**config.mk**
```make
export PLATFORM = sky130hd
export DESIGN_NAME = axis_homing_and_positioning_unit
export DESIGN_NICKNAME = d
export VERILOG_FILES = /design/src/ahp_pkg.sv /design/src/ahp_move_check.sv /design/src/axis_homing_and_positioning_unit.sv
export SDC_FILE = /design/constraint.sdc
export NUM_CORES = 1
export LEC_CHECK = 0
export BUFFER_PORTS_ARGS = -buffer_cell sky130_fd_sc_hd__buf_2
export CAP_MARGIN = 20
export CORE_UTILIZATION = 56
export CTS_BUF_LIST = sky130_fd_sc_hd__clkbuf_4 sky130_fd_sc_hd__clkbuf_8
export CTS_CLUSTER_SIZE = 16
export DETAILED_ROUTE_END_ITERATION = 12
export GPL_TIMING_DRIVEN = 1
export PLACE_DENSITY = 0.77
export RECOVER_POWER = 50
export SLEW_MARGIN = 15
export SYNTH_ARGS = -nofsm -noshare
export SYNTH_HDL_FRONTEND = slang
export SYNTH_HIERARCHICAL = 1
export SYNTH_SLANG_ARGS = --single-unit
```
**constraint.sdc**
```tcl
create_clock -name clk -period 9.8 [get_ports clk]
set_input_delay 0.98 -clock clk [delete_from_list [all_inputs] [get_ports clk]]
set_output_delay 0.98 -clock clk [all_outputs]
set_load 0.01 [all_outputs]
```
**src/ahp_pkg.sv**
```systemverilog
// ----------------------------------------------------------------------------
// ahp_pkg
// Shared types and constants of the axis homing and positioning unit.
// ----------------------------------------------------------------------------
package ahp_pkg;

	// Width of the internal position arithmetic (16 to 32)
	localparam int POSITION_BITS = 24;
	// Width of the drive duty path (8 to 16)
	localparam int DRIVE_BITS    = 12;

	// Fixed field widths of the stream items
	localparam int KIND_W   = 2;
	localparam int CMD_W    = 16;
	localparam int ENC_W    = 24;
	localparam int LEVEL_W  = 12;
	localparam int PPM_W    = 10;
	localparam int BOTTOM_W = 10;
	localparam int TOL_W    = 16;
	localparam int STATUS_W = 4;
	localparam int POS_OUT_W = 24;
	localparam int PROD_W   = PPM_W + BOTTOM_W;
	localparam int DELAY_W  = 8;

	localparam int IN_DATA_W  = 48;
	localparam int OUT_DATA_W = 64;
	localparam int APB_ADDR_W = 5;
	localparam int APB_DATA_W = 32;

	// Drive duty mask: DRIVE_BITS wide, then clipped to the output field
	localparam logic [LEVEL_W-1:0] DRIVE_MASK = LEVEL_W'((64'd1 << DRIVE_BITS) - 64'd1);

	// Largest positive position
	localparam logic [31:0] POS_MAX = 32'((64'd1 << (POSITION_BITS - 1)) - 64'd1);

	// Sequence delays in ticks
	localparam logic [DELAY_W-1:0] SETTLE_TICKS     = DELAY_W'(10);
	localparam logic [DELAY_W-1:0] DOWN_PAUSE_TICKS = DELAY_W'(50);
	localparam logic [DELAY_W-1:0] UP_PAUSE_TICKS   = DELAY_W'(200);
	localparam logic [DELAY_W-1:0] STOP_TICKS       = DELAY_W'(1);

	// Register reset values
	localparam logic [LEVEL_W-1:0]  HOME_LEVEL_RST = LEVEL_W'(300);
	localparam logic [LEVEL_W-1:0]  MOVE_LEVEL_RST = LEVEL_W'(400);
	localparam logic [PPM_W-1:0]    PPM_RST        = PPM_W'(377);
	localparam logic [BOTTOM_W-1:0] BOTTOM_RST     = BOTTOM_W'(300);
	localparam logic [TOL_W-1:0]    TOL_RST        = TOL_W'(100);

	// Register indexes (byte address / 4)
	localparam logic [2:0] REG_HOME_LEVEL = 3'd0;
	localparam logic [2:0] REG_MOVE_LEVEL = 3'd1;
	localparam logic [2:0] REG_PPM        = 3'd2;
	localparam logic [2:0] REG_BOTTOM     = 3'd3;
	localparam logic [2:0] REG_TOLERANCE  = 3'd4;

	typedef enum logic [KIND_W-1:0] {
		KIND_TICK  = 2'd0,
		KIND_HOME  = 2'd1,
		KIND_MOVE  = 2'd2,
		KIND_SERVO = 2'd3
	} kind_t;

	typedef enum logic [STATUS_W-1:0] {
		ST_NONE          = 4'd0,
		ST_HOMING_DOWN   = 4'd1,
		ST_DOWN_HOMING_UP = 4'd2,
		ST_HOMING_UP     = 4'd3,
		ST_HOMED         = 4'd4,
		ST_NOT_HOMED     = 4'd5,
		ST_ABOVE_TOP     = 4'd6,
		ST_BELOW_BOTTOM  = 4'd7,
		ST_CLOSE_ENOUGH  = 4'd8,
		ST_MOVING        = 4'd9,
		ST_ARRIVED       = 4'd10,
		ST_SERVO_SET     = 4'd11,
		ST_BUSY          = 4'd12
	} status_t;

	// Outcome of a move request check
	typedef struct packed {
		status_t                   status;
		logic                      start;
		logic                      down;
		logic [POSITION_BITS-1:0]  target;
	} move_dec_t;

endpackage

```
**src/ahp_move_check.sv**
```systemverilog
// ----------------------------------------------------------------------------
// ahp_move_check
// Validates a move request and converts the millimetre target to pulses.
// ----------------------------------------------------------------------------
module ahp_move_check (
	input  logic signed [ahp_pkg::CMD_W-1:0]          cmd,
	input  logic signed [ahp_pkg::POSITION_BITS-1:0]  pos,
	input  logic                                      homed,
	input  logic [ahp_pkg::PPM_W-1:0]                 pulses_per_mm,
	input  logic [ahp_pkg::BOTTOM_W-1:0]              bottom_limit_mm,
	input  logic [ahp_pkg::TOL_W-1:0]                 arrive_tolerance,
	output ahp_pkg::move_dec_t                        dec
);
	import ahp_pkg::*;

	localparam int PW = POSITION_BITS;

	logic [PROD_W-1:0]   prod;
	logic [31:0]         prod_ext;
	logic [31:0]         tgt_sat;
	logic signed [PW-1:0] tgt;
	logic signed [PW:0]   diff;
	logic [PW:0]          distance;

	// Target is within 0..1023 whenever it is used, so ten bits suffice
	assign prod     = PPM_W'(cmd[BOTTOM_W-1:0]) * pulses_per_mm;
	assign prod_ext = 32'(prod);
	assign tgt_sat  = (prod_ext > POS_MAX) ? POS_MAX : prod_ext;
	assign tgt      = PW'(tgt_sat);
	assign diff     = (PW+1)'(tgt) - (PW+1)'(pos);
	assign distance = diff[PW] ? (PW+1)'(-diff) : (PW+1)'(diff);

	always_comb begin
		dec.status = ST_MOVING;
		dec.start  = 1'b0;
		dec.down   = tgt > pos;
		dec.target = tgt;
		if (!homed) begin
			dec.status = ST_NOT_HOMED;
		end else if (cmd < 0) begin
			dec.status = ST_ABOVE_TOP;
		end else if (cmd > $signed({1'b0, CMD_W'(bottom_limit_mm)})) begin
			dec.status = ST_BELOW_BOTTOM;
		end else if (distance < (PW+1)'(arrive_tolerance)) begin
			dec.status = ST_CLOSE_ENOUGH;
		end else begin
			dec.start = 1'b1;
		end
	end

endmodule

```
**src/axis_homing_and_positioning_unit.sv**
```systemverilog
// ----------------------------------------------------------------------------
// axis_homing_and_positioning_unit
// Millisecond-tick homing and move-to-target controller for one motor axis.
// ----------------------------------------------------------------------------
// Every request on the slave stream (a tick, or a home, move or servo
// command) yields exactly one result on the master stream, in order. A
// request sits in an input register while the sequencer works out its
// effect, and the result is held in an output register. A new request
// is taken every clock as long as the master side keeps up. A stalled
// result does not
// block the input register from filling. Homing backs off a closed top limit
// switch, settles 10 ticks, pauses 50 ticks, drives up to the switch, settles
// 10 ticks, pauses 200 ticks and then takes the present encoder count as
// zero. A move drives toward the target in pulses and stops on the tick
// after the target is reached or passed. Home, move and servo commands that
// arrive during a sequence are dropped with a busy status. Registers are
// written through the APB port and must only be changed while idle.
// ----------------------------------------------------------------------------
module axis_homing_and_positioning_unit (
	input  logic                                clk,
	input  logic                                arst_n,
	// Slave stream
	input  logic                                s_axis_tvalid,
	output logic                                s_axis_tready,
	// [15:0] command_value, [16] limit_closed, [40:17] encoder_count, rest zero
	input  logic [ahp_pkg::IN_DATA_W-1:0]       s_axis_tdata,
	// [1:0] kind
	input  logic [ahp_pkg::KIND_W-1:0]          s_axis_tuser,
	// Master stream
	output logic                                m_axis_tvalid,
	input  logic                                m_axis_tready,
	// [0] drive_down, [12:1] drive_level, [13] servo_enabled,
	// [29:14] servo_setting, [33:30] status_code, [34] homed, [35] busy_res,
	// [59:36] axis_position, [63:60] zero
	output logic [ahp_pkg::OUT_DATA_W-1:0]      m_axis_tdata,
	// APB configuration port
	input  logic                                psel,
	input  logic                                penable,
	input  logic                                pwrite,
	input  logic [ahp_pkg::APB_ADDR_W-1:0]      paddr,
	input  logic [ahp_pkg::APB_DATA_W-1:0]      pwdata,
	output logic [ahp_pkg::APB_DATA_W-1:0]      prdata,
	output logic                                pready
);
	import ahp_pkg::*;

	localparam int PW = POSITION_BITS;

	typedef enum logic [3:0] {
		PH_IDLE, PH_HOME_DOWN, PH_DOWN_SETTLE, PH_DOWN_PAUSE, PH_HOME_UP,
		PH_UP_SETTLE, PH_UP_PAUSE, PH_MOVE_DOWN, PH_MOVE_UP, PH_MOVE_STOP
	} phase_t;

	// ------------------------------------------------------------------
	// Configuration registers
	// ------------------------------------------------------------------
	logic [LEVEL_W-1:0]  home_level_q;
	logic [LEVEL_W-1:0]  move_level_q;
	logic [PPM_W-1:0]    ppm_q;
	logic [BOTTOM_W-1:0] bottom_q;
	logic [TOL_W-1:0]    tol_q;
	logic                cfg_wr;

	assign pready = 1'b1;
	assign cfg_wr = psel && penable && pwrite && pready;

	always_ff @(posedge clk or negedge arst_n) begin
		if (!arst_n) begin
			home_level_q <= HOME_LEVEL_RST;
			move_level_q <= MOVE_LEVEL_RST;
			ppm_q        <= PPM_RST;
			bottom_q     <= BOTTOM_RST;
			tol_q        <= TOL_RST;
		end else if (cfg_wr) begin
			case (paddr[4:2])
				REG_HOME_LEVEL: home_level_q <= pwdata[LEVEL_W-1:0];
				REG_MOVE_LEVEL: move_level_q <= pwdata[LEVEL_W-1:0];
				REG_PPM:        ppm_q        <= pwdata[PPM_W-1:0];
				REG_BOTTOM:     bottom_q     <= pwdata[BOTTOM_W-1:0];
				REG_TOLERANCE:  tol_q        <= pwdata[TOL_W-1:0];
				default: ;
			endcase
		end
	end

	always_comb begin
		case (paddr[4:2])
			REG_HOME_LEVEL: prdata = APB_DATA_W'(home_level_q);
			REG_MOVE_LEVEL: prdata = APB_DATA_W'(move_level_q);
			REG_PPM:        prdata = APB_DATA_W'(ppm_q);
			REG_BOTTOM:     prdata = APB_DATA_W'(bottom_q);
			REG_TOLERANCE:  prdata = APB_DATA_W'(tol_q);
			default:        prdata = '0;
		endcase
	end

	// ------------------------------------------------------------------
	// Input register and flow control
	// ------------------------------------------------------------------
	logic                     valid_s1;
	kind_t                    kind_s1;
	logic signed [CMD_W-1:0]  cmd_s1;
	logic                     closed_s1;
	logic signed [ENC_W-1:0]  raw_s1;
	logic                     advance;
	logic                     in_take;

	// Advance the held request whenever the result register is free or draining
	assign advance       = valid_s1 && (!m_axis_tvalid || m_axis_tready);
	assign s_axis_tready = !valid_s1 || advance;
	assign in_take       = s_axis_tvalid && s_axis_tready;

	always_ff @(posedge clk or negedge arst_n) begin
		if (!arst_n) begin
			valid_s1 <= 1'b0;
		end else if (s_axis_tready) begin
			valid_s1 <= s_axis_tvalid;
		end
	end

	always_ff @(posedge clk) begin
		if (in_take) begin
			kind_s1   <= kind_t'(s_axis_tuser);
			cmd_s1    <= s_axis_tdata[CMD_W-1:0];
			closed_s1 <= s_axis_tdata[CMD_W];
			raw_s1    <= s_axis_tdata[CMD_W+ENC_W:CMD_W+1];
		end
	end

	// ------------------------------------------------------------------
	// Sequencer state
	// ------------------------------------------------------------------
	phase_t                   phase_q, phase_d;
	logic [DELAY_W-1:0]       delay_q, delay_d;
	logic                     homed_q, homed_d;
	logic [PW-1:0]            zero_q, zero_d;
	logic signed [PW-1:0]     target_q, target_d;
	logic                     down_q, down_d;
	logic [LEVEL_W-1:0]       level_q, level_d;
	logic                     servo_on_q, servo_on_d;
	logic [CMD_W-1:0]         servo_pos_q, servo_pos_d;
	status_t                  status_d;

	logic [PW-1:0]            raw_ext;
	logic signed [PW-1:0]     pos;
	logic signed [PW-1:0]     pos_out;
	logic [DELAY_W-1:0]       delay_dec;
	move_dec_t                mv;

	// Position is zero point minus raw count, so it grows going down
	assign raw_ext   = PW'(raw_s1);
	assign pos       = $signed(zero_q - raw_ext);
	assign pos_out   = $signed(zero_d - raw_ext);
	assign delay_dec = delay_q - DELAY_W'(1);

	ahp_move_check u_move_check (
		.cmd              (cmd_s1),
		.pos              (pos),
		.homed            (homed_q),
		.pulses_per_mm    (ppm_q),
		.bottom_limit_mm  (bottom_q),
		.arrive_tolerance (tol_q),
		.dec              (mv)
	);

	always_comb begin
		phase_d     = phase_q;
		delay_d     = delay_q;
		homed_d     = homed_q;
		zero_d      = zero_q;
		target_d    = target_q;
		down_d      = down_q;
		level_d     = level_q;
		servo_on_d  = servo_on_q;
		servo_pos_d = servo_pos_q;
		status_d    = ST_NONE;

		if (kind_s1 != KIND_TICK && phase_q != PH_IDLE) begin
			// Drop commands during a sequence
			status_d = ST_BUSY;
		end else begin
			case (kind_s1)
				KIND_HOME: begin
					level_d = home_level_q & DRIVE_MASK;
					if (closed_s1) begin
						down_d   = 1'b1;
						phase_d  = PH_HOME_DOWN;
						status_d = ST_HOMING_DOWN;
					end else begin
						down_d   = 1'b0;
						phase_d  = PH_HOME_UP;
						status_d = ST_DOWN_HOMING_UP;
					end
				end
				KIND_MOVE: begin
					status_d = mv.status;
					if (mv.start) begin
						target_d = mv.target;
						down_d   = mv.down;
						level_d  = move_level_q & DRIVE_MASK;
						phase_d  = mv.down ? PH_MOVE_DOWN : PH_MOVE_UP;
					end
				end
				KIND_SERVO: begin
					servo_on_d  = 1'b1;
					servo_pos_d = cmd_s1;
					status_d    = ST_SERVO_SET;
				end
				default: begin
					// Tick: advance the running sequence
					case (phase_q)
						PH_IDLE: ;
						PH_HOME_DOWN: begin
							if (!closed_s1) begin
								phase_d = PH_DOWN_SETTLE;
								delay_d = SETTLE_TICKS;
							end
						end
						PH_DOWN_SETTLE: begin
							delay_d = delay_dec;
							if (delay_dec == '0) begin
								level_d = '0;
								phase_d = PH_DOWN_PAUSE;
								delay_d = DOWN_PAUSE_TICKS;
							end
						end
						PH_DOWN_PAUSE: begin
							delay_d = delay_dec;
							if (delay_dec == '0) begin
								down_d   = 1'b0;
								level_d  = home_level_q & DRIVE_MASK;
								phase_d  = PH_HOME_UP;
								status_d = ST_HOMING_UP;
							end
						end
						PH_HOME_UP: begin
							if (closed_s1) begin
								phase_d = PH_UP_SETTLE;
								delay_d = SETTLE_TICKS;
							end
						end
						PH_UP_SETTLE: begin
							delay_d = delay_dec;
							if (delay_dec == '0) begin
								level_d = '0;
								phase_d = PH_UP_PAUSE;
								delay_d = UP_PAUSE_TICKS;
							end
						end
						PH_UP_PAUSE: begin
							delay_d = delay_dec;
							if (delay_dec == '0) begin
								zero_d   = raw_ext;
								homed_d  = 1'b1;
								phase_d  = PH_IDLE;
								status_d = ST_HOMED;
							end
						end
						PH_MOVE_DOWN: begin
							if (pos >= target_q) begin
								phase_d = PH_MOVE_STOP;
								delay_d = STOP_TICKS;
							end
						end
						PH_MOVE_UP: begin
							if (pos <= target_q) begin
								phase_d = PH_MOVE_STOP;
								delay_d = STOP_TICKS;
							end
						end
						PH_MOVE_STOP: begin
							delay_d = delay_dec;
							if (delay_dec == '0) begin
								level_d  = '0;
								phase_d  = PH_IDLE;
								status_d = ST_ARRIVED;
							end
						end
						default: phase_d = PH_IDLE;
					endcase
				end
			endcase
		end
	end

	// ------------------------------------------------------------------
	// State and result register
	// ------------------------------------------------------------------
	logic [OUT_DATA_W-1:0] result_d;

	assign result_d = {
		4'b0000,
		POS_OUT_W'(pos_out),
		phase_d != PH_IDLE,
		homed_d,
		status_d,
		servo_pos_d,
		servo_on_d,
		level_d,
		down_d
	};

	always_ff @(posedge clk or negedge arst_n) begin
		if (!arst_n) begin
			phase_q       <= PH_IDLE;
			delay_q       <= '0;
			homed_q       <= 1'b0;
			zero_q        <= '0;
			target_q      <= '0;
			down_q        <= 1'b0;
			level_q       <= '0;
			servo_on_q    <= 1'b0;
			servo_pos_q   <= '0;
			m_axis_tvalid <= 1'b0;
			m_axis_tdata  <= '0;
		end else begin
			if (advance) begin
				phase_q      <= phase_d;
				delay_q      <= delay_d;
				homed_q      <= homed_d;
				zero_q       <= zero_d;
				target_q     <= target_d;
				down_q       <= down_d;
				level_q      <= level_d;
				servo_on_q   <= servo_on_d;
				servo_pos_q  <= servo_pos_d;
				m_axis_tdata <= result_d;
			end
			if (advance) begin
				m_axis_tvalid <= 1'b1;
			end else if (m_axis_tready) begin
				m_axis_tvalid <= 1'b0;
			end
		end
	end

endmodule

```
# Word-level counts from Yosys, hierarchy flattened
# Index checks and enable logic that the tools add are counted.
[classes]
n_reduce_logical = 28
shifts = 0
magnitude_cmp = 7
eq_ne = 20
mux = 65
mul = 1
n_addsub = 5
div_mod_pow = 0
bitwise_logic = 2
[ops]
columns = ["cell", "count"]
rows = [
  ["two-way mux 24 bit", 4],
  ["one-hot mux 16 bit (5 select lines)", 1],
  ["two-way mux 4 bit", 16],
  ["one-hot mux 8 bit (7 select lines)", 1],
  ["two-way mux 12 bit", 4],
  ["two-way mux 8 bit", 6],
  ["subtractor 24 bit", 2],
  ["one-hot mux 12 bit (3 select lines)", 1],
  ["one-hot mux 4 bit (3 select lines)", 3],
  ["one-hot mux 4 bit (9 select lines)", 1],
  ["two-way mux 16 bit", 2],
  ["less-than comparator 25 x 16 -> 1 bit", 1],
  ["two-way mux 25 bit", 1],
  ["negation 25 bit", 1],
  ["subtractor 24 x 24 -> 25 bit", 1],
  ["greater-or-equal comparator 24 bit", 1],
  ["greater-than comparator 24 bit", 1],
  ["less-or-equal comparator 24 bit", 1],
  ["one-hot mux 12 bit (2 select lines)", 1],
  ["greater-than comparator 20 x 23 -> 1 bit, second input constant", 1],
  ["two-way mux 23 bit", 1],
  ["multiplier 10 x 10 -> 20 bit", 1],
  ["two-way mux 1 bit", 18],
  ["equality test 4 x 3 -> 1 bit, second input constant", 4],
  ["other kinds (30)", 54],
]
[word_totals]
register_bits = 256
latch_bits = 0
n_memories = 0
ramBits = 0
out_inout_bits = 99
romBits = 0
input_bits = 94
elab_cells = 149

# Depth between registers and ports, before layout
[depth]
ltp_word = 15
ltp_mapped = 48
depth_no_buf = 45

# Hierarchy
# The synthesis kept the hierarchy.
[by_module_without_submodules]
columns = ["module", "cells_each", "area_per_inst_um2", "seq_area_each_um2", "n_inst"]
rows = [
  ["axis_homing_and_positioning_unit", 1328, 13324.0, 5870.6, 1],
  ["ahp_move_check", 814, 6173.4, 0.0, 1],
]

# Worst setup path before layout
# Ideal clock, no wire load.
[synth_timing]
path_kind = "reg-to-reg"
from = "register ppm_q[3]"
to = "register m_axis_tdata[12] in the netlist's numbering"
arrival_time_ps = 9950
path_stages_with_launch = 47
synth_period_minus_slack_ps = 10046
setup_ps = 95
required_time_ps = 9705
slack_ps = -246
path_buffers = 4
cell_sequence = "dfstp_2 > clkbuf_1 > nand2_1 > fa_1 > inv_1 > fa_1 > inv_1 > fa_1 > inv_1 > fa_1 > inv_1 > fa_1 > inv_1 > ha_1 > a21oi_1 > o21ai_0 > a41oi_1 > a21oi_1 > [11 not listed] > xnor2_1 > ha_1 > a21o_1 > a2111oi_0 > o21ai_0 > o21ai_0 > o21ai_0 > nand2_1 > o2111ai_1 > nor3_1 > a41oi_1 > nand2b_1 > o22ai_1 > a22o_1 > o311ai_0 > buf_2 > nand2_1 > o31ai_1"
[synth_rtl]
columns = ["item", "line", "rtl"]
rows = [
  ["from (decl)", "axis_homing_and_positioning_unit.sv:59", "logic [PPM_W-1:0] ppm_q;"],
  ["from (signal assigned)", "axis_homing_and_positioning_unit.sv:78", "REG_PPM: ppm_q <= pwdata[PPM_W-1:0];"],
  ["to (signal assigned)", "axis_homing_and_positioning_unit.sv:327", "m_axis_tdata <= result_d;"],
  ["to (decl)", "axis_homing_and_positioning_unit.sv:35", "output logic [ahp_pkg::OUT_DATA_W-1:0] m_axis_tdata,"],
]

==> parameters.txt <==
Parameter                              Value

Status
  Status ... complete, but fails checks
  Failing checks ... max-capacitance violations, max-slew violations

GRT
  Overflow left after global routing ... 0
  Antenna violations before repair ... 0
  Global-route wire length before repair ... between 80 and 90 mm
  GRT Resource Usage Total ... around 29%
  Vias in the first global route ... 16.5k
  Largest net degree at the start of global routing ... 65

Timing
  Ratio of final minimum period to clock period ... between 90% and 100%
  Fin Clk Skew ... 25.1 ps
  Max-slew violation count ... about 190
  Tmin final ... 9440 ps
  Unrepaired setup endpoints after global routing ... true
  Total of endpoints with negative setup slack in the final report ... 0
  Achievable Freq ... approximately 0.11 GHz
  Worst max-slew margin expressed relative to the limit ... -125%
  Setup TNS ... 0 ps
  Number of hold violations in the final report ... 0
  Least setup slack across all paths after layout ... about 360 ps
  Worst Max-Slew Pin Slew ... 3380 ps

Placed design
  Worst setup timing slack at the placement stage ... -475 ps
  Placed Cells incl. Taps ... roughly 2.7k
  IO buf count ... ~150
  Placed wire-length estimate after detailed placement ... 38.7 mm
  Final Wtd Congestion ... approximately 0.9

Worst setup path
  Required arrival time at the worst endpoint ... 10300 ps
  Largest stage delay, worst path ... about 560 ps
  Number of cell instances on the worst register-to-register path ... 44
  Crit path buf inv count ... 7
  Maximum fanout encountered on the critical timing path ... 6
  Critical path's slowest cell ... sky130_fd_sc_hd__dfstp_2
  Worst setup EP type ... flip-flop
  Cell count along the critical path ... 44
  Type of origin of the critical path ... flip-flop
  CP arrival ... just under 10000 ps
  Crit Path Class ... flip-flop to flip-flop
  Worst path top cell family by delay ... compound AO/OA/AOI/OAI gates

Die
  Total number of placement rows ... 67
  Ports placed on the boundary ... 193
  Starting utilization of the core area ... 57.6%
  DIE AREA ... roughly 36000 um2
  Vert. Die Dim ... roughly 190 um
  Total core area ... around 34000 um2
  Horizontal die dimension ... between 150 and 200 um

Detailed routing
  Remaining DRCs ... 0
  Drt first-iter violations ... around 1k
  Average detailed-routed wire length per instance ... roughly 18 um
  Total detailed-routing wirelength ... 51.8 mm
  Number of vias after detailed routing ... 16.6k
  Antenna-violating nets left ... 0
  First-pass detailed-route iteration total ... 6
  Number of vias per cell after detailed routing ... between 5 and 6

Synthesis
  Mean Syn Cell Area ... 9.10 um2
  Cell area after synthesis ... 19500 um2
  Number of enable flip-flop cells after synthesis ... 43
  Asr flop ratio synth ... roughly four fifths
  Prevailing post-synth register cell ... sky130_fd_sc_hd__dfrtp_1
  Register bit total from synthesis ... around 230
  Leading post-synthesis cells by cell area ... sky130_fd_sc_hd__dfrtp_1 21%, sky130_fd_sc_hd__ha_1 11%, sky130_fd_sc_hd__fa_1 6.7%
  Area share of the largest cell type after synthesis ... around a fifth
  Number of instances in the synthesized netlist ... ~2.1k
  Library cell with the largest summed area after synthesis ... sky130_fd_sc_hd__dfrtp_1
  Sequential element share of the synthesized area ... between 30% and 40%
  Count of synthesis-stage warnings from yosys ... 6
  Cell variety after synth ... 98

Worst hold path
  WHS Path Cells ... 1
  Type of the most critical hold path ... flip-flop to flip-flop

Layout
  Area added between synthesis and finish ... 13.8%
  Cell Count, Final, Fillers Out ... between 2k and 3k
  Share of cells above drive strength 1 ... approximately 21%
  Nets ... between 2k and 3k

CTS
  CTS tree ... yes
  Number of buffers on the longest clock path ... 3
  Number of sinks on the clock net ... about 230
  Clk pin slew, worst setup/hold paths ... ~60 ps
  Clock latency of the later-clocked register in the worst-skew pair ... around 600 ps
  H-tree depth ... 2
  Clock buffer count from CTS ... a little over 40
  Clock Root Buffer ... sky130_fd_sc_hd__clkbuf_8

Flow run
  Max-cap violations ... 4
==> path summary, 6_finish.rpt <==
check	from	to	slack, ps
setup / recovery	ppm_q[3]	level_q[8]	360
hold / removal	m_axis_tdata[13]	m_axis_tdata[13]	480
setup reg to reg	ppm_q[3]	level_q[8]	360
hold reg to reg	m_axis_tdata[13]	m_axis_tdata[13]	480
max in group asynchronous	arst_n	delay_q[0]	3500
min in group asynchronous	arst_n	target_q[13]	1510
==> per-layer routing <==
metal	track usage [%]	vias to the layer above	share of wire, %
li1	-	7875	-
met1	38.0	8091	44
met2	49.3	502	48
met3	3.84	106	5.0
met4	10.4	0	3.0
met5	0	-	0
==> worst register-to-register path: cells and delay by family, from the launching register on <==
family | cells | cell delay, ps
AOI/OAI and AO/OA | 21 | 3710
DFF | 1 | 560
buffers and inverters | 7 | 700
xor gates and xnor gates | 2 | 340
adders and majority gates | 8 | 3450
and+or+nand+nor | 6 | 600
==> stage by stage <==
stage	hold WS [ps]	cell area, um2	util, %
2_1_floorplan	441	19600	-
3_3_place_gp	448	21000	61.9
3_5_place_dp	466	21000	61.9
4_1_cts	359	21900	64.6
5_1_grt	509	22200	65.5
6_report	481	22200	65.5
==> placed cells by master (no fill, tap or decap), types with 19 or more instances in the layout <==
cell type | Yosys | final
sky130_fd_sc_hd__mux2i_1 | 35 | 35
sky130_fd_sc_hd__clkbuf_1 | 68 | 46
sky130_fd_sc_hd__o21ai_0 | 150 | 138
sky130_fd_sc_hd__mux2_2 | 91 | 91
sky130_fd_sc_hd__o22ai_1 | 21 | 21
sky130_fd_sc_hd__edfxtp_1 | 43 | 43
sky130_fd_sc_hd__nor2b_1 | 20 | 19
sky130_fd_sc_hd__nor3_1 | 25 | 24
sky130_fd_sc_hd__and2_1 | 60 | 59
sky130_fd_sc_hd__nand4_1 | 24 | 24
sky130_fd_sc_hd__buf_4 | 29 | 99
sky130_fd_sc_hd__nand2_1 | 236 | 235
sky130_fd_sc_hd__clkbuf_8 | 0 | 47
sky130_fd_sc_hd__a21oi_1 | 109 | 99
sky130_fd_sc_hd__fa_1 | 65 | 65
sky130_fd_sc_hd__ha_1 | 173 | 165
sky130_fd_sc_hd__dfstp_2 | 20 | 20
sky130_fd_sc_hd__conb_1 | 3 | 25
sky130_fd_sc_hd__nor2_1 | 110 | 109
sky130_fd_sc_hd__dfrtp_1 | 162 | 162
sky130_fd_sc_hd__xor2_1 | 27 | 26
sky130_fd_sc_hd__buf_2 | 11 | 102
sky130_fd_sc_hd__inv_1 | 210 | 210
sky130_fd_sc_hd__a21o_1 | 34 | 34
sky130_fd_sc_hd__nand3_1 | 30 | 30
sky130_fd_sc_hd__xnor2_1 | 52 | 46
==> layout make-up <==
class	instances	area [um2]
Clock buffer	62	759
Multi-Input combinational cell	1608	12600
Timing Repair Buffer	252	1490
Tap cell	448	561
Inverter	211	792
Sequential cell	225	5870
Antenna cell	1	2.50
Fill cell	2798	11700
Clock inverter	12	66.3
==> repair_timing <==
item,in CTS,in global routing
hold buffers,0,0
setup buffers,0,15
endpoints found under the hold margin,0,0
gates cloned,1,0
setup endpoints to repair,42,42
pin swaps,2,26
gates resized for setup,20,55
==> Yosys cell counts (24+ instances only) <==
master / n
sky130_fd_sc_hd__and2_1: 60
sky130_fd_sc_hd__dfrtp_1: 162
sky130_fd_sc_hd__a21oi_1: 109
sky130_fd_sc_hd__fa_1: 65
sky130_fd_sc_hd__nor3_1: 25
sky130_fd_sc_hd__nand2_1: 236
sky130_fd_sc_hd__nand3_1: 30
sky130_fd_sc_hd__nand4_1: 24
sky130_fd_sc_hd__xnor2_1: 52
sky130_fd_sc_hd__o21ai_0: 150
sky130_fd_sc_hd__mux2i_1: 35
sky130_fd_sc_hd__xor2_1: 27
sky130_fd_sc_hd__edfxtp_1: 43
sky130_fd_sc_hd__inv_1: 210
sky130_fd_sc_hd__clkbuf_1: 68
sky130_fd_sc_hd__buf_4: 29
sky130_fd_sc_hd__a21o_1: 34
sky130_fd_sc_hd__nor2_1: 110
sky130_fd_sc_hd__mux2_2: 91
sky130_fd_sc_hd__ha_1: 173
==> state kept, by name, indices dropped and copies added (netlist names), 8 cells and up <==
signal,count
servo_pos_q,15
zero_q,24
m_axis_tdata,34
delay_q,8
raw_ext,24
target_q,24
move_level_q,12
home_level_q,12
ppm_q,10
bottom_q,10
tol_q,16
cmd_s1,16
level_q,11
==> kinds of logic after synthesis <==
logic type	after synthesis	share of synthesized area, %
AOI/OAI and AO/OA	503	17.1
xor gates and xnor gates	81	3.72
adders and majority gates	238	17.8
buffers and inverters	331	7.23
DFF	225	30.1
muxes	148	8.40
other	3	0.0578
and+or+nand+nor	613	15.6
Power is left out: the tool's default activity adds up to more than one toggle a clock period on the data nets, which glitch-free logic cannot reach.
